`src/soc_pkg.sv`:
```
// ----------------------------------------------------------------------------
// soc_pkg
// Shared types and constants for the substring occurrence counter.
// ----------------------------------------------------------------------------
package soc_pkg;

    // item kinds on the input channel
    localparam logic KIND_PATTERN = 1'b0;
    localparam logic KIND_TEXT    = 1'b1;

    // saturation limit of the occurrence count
    localparam int unsigned COUNT_W = 16;
    localparam logic [COUNT_W-1:0] COUNT_MAX = {COUNT_W{1'b1}};

    // input item
    typedef struct packed {
        logic       kind;
        logic [7:0] data_byte;
        logic       last;
    } in_item_t;

    // result item
    typedef struct packed {
        logic [COUNT_W-1:0] match_count;
        logic               pattern_too_long;
    } out_item_t;

    // per-cell control from the job sequencing logic
    typedef struct packed {
        logic scan;     // text item accepted this cycle
        logic write;    // pattern item lands in this cell
        logic clear;    // job ends this cycle
        logic active;   // cell lies inside the loaded pattern
        logic top;      // cell holds the last pattern position
    } cell_ctrl_t;

endpackage

```
`src/soc_cell.sv`:
```
// ----------------------------------------------------------------------------
// soc_cell
// One pattern position: stores its pattern byte and the partial-match bit,
// and hands the bit on to the next position.
// ----------------------------------------------------------------------------
module soc_cell (
    input  logic                aclk,
    input  logic                aresetn,
    input  soc_pkg::cell_ctrl_t ctrl,
    input  logic [7:0]          data_byte,
    input  logic                prev_match,
    output logic                match,
    output logic                hit
);
    import soc_pkg::*;

    logic [7:0] char_reg;
    logic       match_reg;
    logic       match_next;
    logic       new_match;

    // compare against the incoming text byte, chained from the position below
    assign new_match = prev_match && (char_reg == data_byte);

    always_comb begin
        match_next = match_reg;
        if (ctrl.clear || ctrl.write) begin
            match_next = 1'b0;
        end else if (ctrl.scan && ctrl.active) begin
            match_next = new_match;
        end
    end

    // full pattern seen when the top position completes
    assign hit   = ctrl.scan && ctrl.top && new_match;
    assign match = match_reg;

    // pattern byte needs no reset
    always_ff @(posedge aclk) begin
        if (ctrl.write) begin
            char_reg <= data_byte;
        end
    end

    always_ff @(posedge aclk) begin
        if (!aresetn) begin
            match_reg <= 1'b0;
        end else begin
            match_reg <= match_next;
        end
    end

endmodule

```
`src/soc_tally.sv`:
```
// ----------------------------------------------------------------------------
// soc_tally
// Second stage: adds registered hits to the saturating total and builds the
// result item in an output register on the last text byte.
// ----------------------------------------------------------------------------
module soc_tally (
    input  logic               aclk,
    input  logic               aresetn,
    input  logic               in_fire,
    input  logic               in_hit,
    input  logic               in_last,
    input  logic               in_ovf,
    output logic               blocked,
    output logic               m_valid,
    input  logic               m_ready,
    output soc_pkg::out_item_t m_data
);
    import soc_pkg::*;

    logic               p_valid_reg, p_valid_next;
    logic               p_hit_reg;
    logic               p_last_reg;
    logic               p_ovf_reg;
    logic [COUNT_W-1:0] count_reg, count_next;
    logic               m_valid_reg, m_valid_next;
    out_item_t          m_data_reg, m_data_next;
    logic [COUNT_W-1:0] count_sum;

    // a finished job can only move on once the output register is free
    assign blocked = p_valid_reg && p_last_reg && m_valid_reg && !m_ready;

    assign count_sum = (p_hit_reg && (count_reg != COUNT_MAX)) ?
                       count_reg + COUNT_W'(1) : count_reg;

    always_comb begin
        p_valid_next = p_valid_reg;
        count_next   = count_reg;
        m_valid_next = m_valid_reg && !m_ready;
        m_data_next  = m_data_reg;
        if (!blocked) begin
            p_valid_next = in_fire;
            if (p_valid_reg) begin
                if (p_last_reg) begin
                    m_valid_next                 = 1'b1;
                    m_data_next.match_count      = p_ovf_reg ? '0 : count_sum;
                    m_data_next.pattern_too_long = p_ovf_reg;
                    count_next                   = '0;
                end else begin
                    count_next = count_sum;
                end
            end
        end
    end

    // payload side of the stage and the output
    always_ff @(posedge aclk) begin
        if (!blocked) begin
            p_hit_reg  <= in_hit;
            p_last_reg <= in_last;
            p_ovf_reg  <= in_ovf;
        end
        m_data_reg <= m_data_next;
    end

    always_ff @(posedge aclk) begin
        if (!aresetn) begin
            p_valid_reg <= 1'b0;
            count_reg   <= '0;
            m_valid_reg <= 1'b0;
        end else begin
            p_valid_reg <= p_valid_next;
            count_reg   <= count_next;
            m_valid_reg <= m_valid_next;
        end
    end

    assign m_valid = m_valid_reg;
    assign m_data  = m_data_reg;

endmodule

```
`src/substring_occurrence_counter_top.sv`:
```
// After its last text item is accepted, a result passes the tally stage register and then the output register.
// Throughput: one item per cycle while s_ready is high; the cell row compares every position at once.
// Input stalls only while a finished result waits and the next one is ready too.
// Reset (aresetn low, synchronous) clears pattern length, match bits, totals and
// both valid flags; stored pattern bytes are left as they are.
// ----------------------------------------------------------------------------
// substring_occurrence_counter_top
// Counts overlapping pattern occurrences in a text stream using a row of
// compare cells, one per pattern position, followed by a tally stage.
// ----------------------------------------------------------------------------
module substring_occurrence_counter_top #(
    parameter int PATTERN_MAX = 64
) (
    input  logic               aclk,
    input  logic               aresetn,
    input  logic               s_valid,
    output logic               s_ready,
    input  soc_pkg::in_item_t  s_data,
    output logic               m_valid,
    input  logic               m_ready,
    output soc_pkg::out_item_t m_data
);
    import soc_pkg::*;

    localparam int LEN_W = $clog2(PATTERN_MAX + 1);

    logic [LEN_W-1:0]       len_reg, len_next;
    logic                   ovf_reg, ovf_next;
    logic                   blocked;
    logic                   accept;
    logic                   pat_wr;
    logic                   txt;
    logic                   job_end;
    logic                   len_full;
    logic [PATTERN_MAX:0]   chain;
    logic [PATTERN_MAX-1:0] hits;

    assign s_ready  = !blocked;
    assign accept   = s_valid && s_ready;
    assign pat_wr   = accept && (s_data.kind == KIND_PATTERN);
    assign txt      = accept && (s_data.kind == KIND_TEXT);
    assign job_end  = txt && s_data.last;
    assign len_full = (len_reg == LEN_W'(PATTERN_MAX));

    // pattern length and overflow flag
    always_comb begin
        len_next = len_reg;
        ovf_next = ovf_reg;
        if (job_end) begin
            len_next = '0;
            ovf_next = 1'b0;
        end else if (pat_wr) begin
            if (len_full) begin
                ovf_next = 1'b1;
            end else begin
                len_next = len_reg + LEN_W'(1);
            end
        end
    end

    always_ff @(posedge aclk) begin
        if (!aresetn) begin
            len_reg <= '0;
            ovf_reg <= 1'b0;
        end else begin
            len_reg <= len_next;
            ovf_reg <= ovf_next;
        end
    end

    // row of compare cells; position zero always starts a match
    assign chain[0] = 1'b1;

    for (genvar k = 0; k < PATTERN_MAX; k++) begin : g_cell
        cell_ctrl_t ctrl;

        assign ctrl.scan   = txt;
        assign ctrl.write  = pat_wr && (len_reg == LEN_W'(k));
        assign ctrl.clear  = job_end;
        assign ctrl.active = (LEN_W'(k) < len_reg);
        assign ctrl.top    = (len_reg == LEN_W'(k + 1));

        soc_cell u_cell (
            .aclk       (aclk),
            .aresetn    (aresetn),
            .ctrl       (ctrl),
            .data_byte  (s_data.data_byte),
            .prev_match (chain[k]),
            .match      (chain[k+1]),
            .hit        (hits[k])
        );
    end

    // tally stage and result register
    soc_tally u_tally (
        .aclk    (aclk),
        .aresetn (aresetn),
        .in_fire (txt),
        .in_hit  (|hits),
        .in_last (s_data.last),
        .in_ovf  (ovf_reg),
        .blocked (blocked),
        .m_valid (m_valid),
        .m_ready (m_ready),
        .m_data  (m_data)
    );

endmodule

```
`config.mk`:
```
export PLATFORM = sky130hd
export DESIGN_NAME = substring_occurrence_counter_top
export DESIGN_NICKNAME = d
export VERILOG_FILES = /design/src/soc_pkg.sv /design/src/soc_cell.sv /design/src/soc_tally.sv /design/src/substring_occurrence_counter_top.sv
export SDC_FILE = /design/constraint.sdc
export NUM_CORES = 1
export LEC_CHECK = 0
export BUFFER_PORTS_ARGS = -buffer_cell sky130_fd_sc_hd__buf_2
export CAP_MARGIN = 40
export CORE_MARGIN = 2
export CORE_UTILIZATION = 40
export CTS_CLUSTER_SIZE = 30
export DETAILED_ROUTE_END_ITERATION = 6
export HOLD_SLACK_MARGIN = 0.08
export PLACE_DENSITY = 0.64
export REMOVE_ABC_BUFFERS = 1
export SLEW_MARGIN = 15
export SYNTH_ARGS = -nofsm -noshare
export SYNTH_HDL_FRONTEND = slang
export SYNTH_SLANG_ARGS = --single-unit
export TNS_END_PERCENT = 30
```
`constraint.sdc`:
```
create_clock -name aclk -period 7.3 [get_ports aclk]
set_clock_uncertainty 0.15 [all_clocks]
set_input_delay 0.365 -clock aclk [delete_from_list [all_inputs] [get_ports aclk]]
set_output_delay 0.365 -clock aclk [all_outputs]
set_load 0.02 [all_outputs]
```
==> results.toml, run 1 <==
[sta]
timing.fmax_mhz = 260
period_needed_ps = 3850
tightest_slew_ps = 970
period_share_pct = 52.7
setup_viol = 0
rsz0062_at_grt = "false"
hold_viol_final = 0
slew_headroom_pct = 35.3
setup_tns_ps = 0
drv_slew = 0

[logic_synthesis]
synth_area_leaders = "edfxtp_1 57%, xnor2_1 15%, dfxtp_1 6.4%"
synthCells = 2102
ys.flop_type = "edfxtp_1"
synth_seq_cells = 621
synth_area_mm2 = 0.0278
synth_top_area_share_pct = 57.4
post-synth-top-count-cell = "edfxtp_1"
synth_edf_count = 532
yosysWarnings = 0
syn_avg_cell_area_um2 = 13.2
yosysSeqAreaShare_pct = 63.9
async_flop_share_pct = 0
ys_top_cells_by_count = "532 x edfxtp_1, 492 x xnor2_1, 133 x nor3_1"
yosys.area.top_type = "edfxtp_1"
ys_types = 70

[place]
place_congestion = 1.00
numPortBuffers = 32
place_inst = 2995
dp_hpwl_mm = 44.2

[floorplanning]
die_y_um = 268
initial_utilization_pct = 40.5
core-area_mm2 = 0.0687
die-area_mm2 = 0.0716
num_rows = 96
die_w_um = 268
io_pins = 33

[route]
drc_errors = 0
first_iter_violations = 1499
wl_mm = 67.9
via_count = 16700
vias_per_cell = 5.33
wl_per_cell_um = 21.6
ant_nets = 0
first_pass_iters = 5

[finish]
final_nets = 2172
seqCellArea_mm2 = 0.0178
area_growth_pct = 12.9
largest_reg_flops = 512
n_fill_cell = 6215
stdcell_count = 3141
drive_above_1_share_pct = 9.51
utilization_pct = 45.7
multi_input_area_mm2 = 0.00942

[grt]
grt_pass1_wl_mm = 104
overflow = 0
grt_usage_pct = 19.3
antenna_found_initial = 0
grt_max_degree = 91
grt_pass1_vias = 16600

[clock_network]
cts_max_level = 3
clockBufferDepth = 3
hold_buffers = 7
clockRootBuffer = "clkbuf_16"
cts_resized = 0
cts_tree = "done"
numClockSinks = 621
cts-buffers-inserted = 68
cts_setup_buffers = 0
path_clk_slew_ps = 60
clock_latency_ps = 630

[worst_setup_path]
required_ps = 7490
worstSetupPathType = "reg2reg"
end_kind = "register"
worst-path-max-fanout = 18
cp-start-kind = "register"
arrival_ps = 4040

[power]
vdd_drop_max_mv = 0.209
power.density_mw_per_mm2 = 244
p_leak_uw = 0.00940

[min_path]
hp-class = "in2reg"

[flow_run]
max_cap_violations = 0

[status]
status = "completed"
## stage by stage
stage	worst slack [ps]	area, um2	power, uW	hold WS, ps
2_1_floorplan	4180	27200	4090	259
3_3_place_gp	3470	28800	4260	321
3_5_place_dp	3520	28900	4270	327
4_1_cts	3530	31300	7740	90.4
5_1_grt	3180	31400	7900	106
6_report	3450	31400	7650	84.4
## worst max-delay path, stage by stage (launching register included)
cell       delay, ps
edfxtp_1         700
nand4b_2         550
nand2_2          500
buf_4            320
nor2_1           150
a32oi_1          280
nand4_1          140
a2111oi_0        590
nand4_1          180
## cell usage in the layout, fill, tap and decap left out, types with 10 or more instances in the layout
cell type and instances:
or3_1 12, nand2_1 106, edfxtp_1 532, buf_4 35, nand4_1 72, nor4_1 23, nor2_1 127, mux2i_1 56
dfxtp_1 89, clkbuf_16 70, xnor2_1 492, clkbuf_8 10, nor3_1 133, buf_2 26, a32oi_1 22, a21oi_1 51
and3_1 13, xor2_1 38, o21ai_0 31, nor2b_1 10, and2_1 11, clkinv_2 12, clkbuf_1 13, nand3_1 80
## per-layer routing
layer / routed length [um] / track usage [%] / vias to the layer above
met1: 29900 / 26.0 / 8349
met4: 2700 / 8.05 / 0
met3: 3930 / 4.02 / 163
li1: - / - / 7696
met2: 31400 / 30.4 / 526
met5: 0 / 0 / -
## power breakdown
part / total, uW / internal, uW / switching (uW) / leakage, uW
Clock: 3450 / 2030 / 1430 / 0.00111
Combinational: 340 / 123 / 218 / 0.00277
Sequential: 3860 / 3850 / 7.46 / 0.00552
Total: 7650 / 6000 / 1650 / 0.00940
## cells by family (layout without fill, tap and decap cells)
logic type	Yosys count	in the layout	synth area share, %
xor gates and xnor gates	530	530	16.7
adders and majority gates	5	5	0.225
muxes	57	57	2.06
buffers and inverters	111	218	2.29
and+or+nand+nor	634	634	11.6
DFF	621	621	63.9
other	0	1	0
AOI/OAI and AO/OA	144	144	3.26
## path summary, 6_finish.rpt
| check | from | end | slack, ps | cells past startpoint |
|---|---|---|---|---|
| worst max-delay path | u_tally.p_last_reg | u_tally.p_hit_reg | 3450 | 8 |
| worst min-delay path | s_data[2] | g_cell[47].u_cell.char_reg[1] | 80 | 1 |
| worst max register to register | u_tally.p_last_reg | u_tally.p_hit_reg | 3450 | 8 |
| worst min register to register | g_cell[9].u_cell.match | g_cell[9].u_cell.match | 350 | 2 |
## layout make-up
cell class	count	area share, %
multi-input combinational	1370	30.0
timing repair buffer	86	2.36
clock buffer	93	6.17
antenna	1	0.00797
sequential	621	56.6
inverter	6	0.0717
clock inverter	33	1.11
tap	931	3.71
Power figures use the tool's default switching activity.
==> run 2: changes to the inputs <==
- ABC_AREA: default -> 1
- PLACE_DENSITY: 0.64 -> 0.66
- clock period: 7.3 -> 3.1 ns (I/O delays scaled with it)
==> run 2 against run 1 <==
  * Cell area up 11%
  * Critical path type unchanged
  * The flow now finishes with violations (DRC)
  * Via count rose by 41%
  * Non-clock buffer count rose by 94
  * Final cell count is 45% higher
  * Largest cell class unchanged
==> results.toml, run 2 <==
[sta]
slew_headroom_pct = 36.1
setup_ws_ps = 126
period_needed_ps = 2970
hold_viol_final = 0
setup_tns_ps = 0
period_share_pct = 96.0
drv_slew = 0
tightest_slew_ps = 951
timing.fmax_mhz = 336
rsz0062_at_grt = "false"
timing.hold.ws_ps = 144
setup_viol = 0

[finish]
final_cell_mix = "988 x nand2_1, 535 x nor2_1, 532 x edfxtp_1"
largest_reg_flops = 512
final_nets = 3555
multi_input_area_mm2 = 0.0106
layout_commonest_cell = "nand2_1"
n_fill_cell = 7039
area_growth_pct = 14.6
seqCellArea_mm2 = 0.0178
diodes = 0
drive_above_1_share_pct = 9.72
stdcell_count = 4570

[power]
switching_share_pct = 22.7
power.internal_uw = 14000
power.density_mw_per_mm2 = 521
clockPowerShare_pct = 44.0
vdd_drop_max_mv = 0.314
comb_power_share_pct = 5.8
seqPwrFrac_pct = 50.1
p_sw_uw = 4110
p_leak_uw = 0.0137

[logic_synthesis]
synth_top_area_share_pct = 52.6
post-synth-top-count-cell = "nand2_1"
synth_edf_count = 532
synth_area_mm2 = 0.0304
ys.flop_type = "edfxtp_1"
ys_types = 46
synth_area_leaders = "edfxtp_1 53%, nand2_1 12%, nor2_1 6.6%"
syn_avg_cell_area_um2 = 8.90
async_flop_share_pct = 0
yosysWarnings = 0
yosys.area.top_type = "edfxtp_1"
yosysSeqAreaShare_pct = 58.4
synthCells = 3414
synth_seq_cells = 621
ys_top_cells_by_count = "988 x nand2_1, 535 x nor2_1, 532 x edfxtp_1"

[clock_network]
clock_latency_ps = 630
numClockSinks = 621
hold_buffers = 14
cts_tree = "done"
path_clk_slew_ps = 60
cts-buffers-inserted = 68
cts_resized = 0
clockRootBuffer = "clkbuf_16"
cts_setup_buffers = 0
cts_max_level = 3
clockBufferDepth = 3

[worst_setup_path]
required_ps = 3450
worst-path-max-fanout = 8
end_kind = "register"
cp-start-kind = "register"
arrival_ps = 3320
worstSetupPathType = "reg2reg"

[place]
place_congestion = 0.994
dp_slack_ps = 200
numPortBuffers = 32
place_inst = 4430
dp_hpwl_mm = 55.1

[grt]
grt_pass1_wl_mm = 132
antenna_found_initial = 0
grt_usage_pct = 22.1
grt_pass1_vias = 22500
grt_max_degree = 101
overflow = 0

[floorplanning]
die_y_um = 280
core-area_mm2 = 0.0756
die-area_mm2 = 0.0782
initial_utilization_pct = 40.2
io_pins = 33
die_w_um = 280
num_rows = 101

[flow_run]
max_cap_violations = 0

[route]
via_count = 23500
first_iter_violations = 1918
vias_per_cell = 5.15
first_pass_iters = 7
drc_errors = 3
wl_per_cell_um = 18.8
wl_mm = 86.1
ant_nets = 0

[status]
violations = "DRC"
status = "finished with violations"

[min_path]
hp-class = "in2reg"
-- run 2: cell types whose count changed in the layout (fill, tap and decap cells not counted), sizes merged, moves of 66 or more --
| cell | before | now |
|---|---|---|
| buf | 77 | 166 |
| inv | 9 | 363 |
| nand2 | 108 | 996 |
| nand3 | 82 | 148 |
| nor2 | 132 | 547 |
| nor3 | 134 | 28 |
| o21ai | 36 | 157 |
| xnor2 | 492 | 64 |
-- run 2: logic make-up (layout without fill, tap and decap cells) --
kind of cell | Yosys count | count (layout) | share of synthesized area, %
compound gates | 337 | 337 | 6.32
flops | 621 | 621 | 58.4
simple gates | 1810 | 1810 | 24.2
fa+ha+maj | 5 | 5 | 0.206
buf+inv | 492 | 670 | 6.56
xor+xnor | 149 | 149 | 4.30
-- run 2: layer usage --
layer | routed length, um | GRT usage (%)
met1 | 37700 | 29.6
met2 | 40700 | 37.0
met3 | 5320 | 2.94
met4 | 2420 | 7.57
met5 | 0 | 0
-- run 2: per-stage QoR --
| stage | util [%] | area (um2) | total power [uW] |
|---|---|---|---|
| 2_1_floorplan | - | 29800 | 9720 |
| 3_3_place_gp | 43.0 | 32500 | 10300 |
| 3_5_place_dp | 43.0 | 32500 | 10300 |
| 4_1_cts | 46.1 | 34800 | 18200 |
| 5_1_grt | 46.1 | 34800 | 18700 |
| 6_report | 46.1 | 34800 | 18100 |
-- run 2: worst max-delay path, cell delays in order, from the launching register on --
cell and delay, ps:
dfxtp_1 410, clkinv_1 100, buf_4 170, ha_1 180, inv_1 90, nor3_1 740, nand2_1 270, nor2_1 150
nand3_1 120, nand2_1 100, inv_1 40, nand2_1 100, nor2_1 60, nand2_1 50, nor2_1 40, nand2_1 70
-- run 2: layout make-up --
class | count | share of cell area (%)
clock inverters | 25 | 0.729
multi-input cells | 2301 | 30.6
repair buffers | 180 | 4.75
well taps | 978 | 3.51
inverters | 364 | 3.94
flip-flops and latches | 621 | 51.0
clock buffers | 101 | 5.51
-- run 2: worst paths after layout --
check,startpoint,to,slack [ps],depth (start not counted)
setup / recovery,len_reg[0],u_tally.p_hit_reg,130,15
setup reg to reg,len_reg[0],u_tally.p_hit_reg,130,15
hold / removal,s_data[9],g_cell[5].u_cell.match,140,5
hold reg to reg,g_cell[9].u_cell.match,g_cell[9].u_cell.match,310,2
-- run 2: power by group through the flow --
stage	logic, uW	registers, uW	clock network (uW)
2_1_floorplan	455	9270	0
3_3_place_gp	1020	9260	0
3_5_place_dp	1040	9260	0
4_1_cts	1060	9090	8080
5_1_grt	1150	9080	8420
6_report	1060	9090	7980
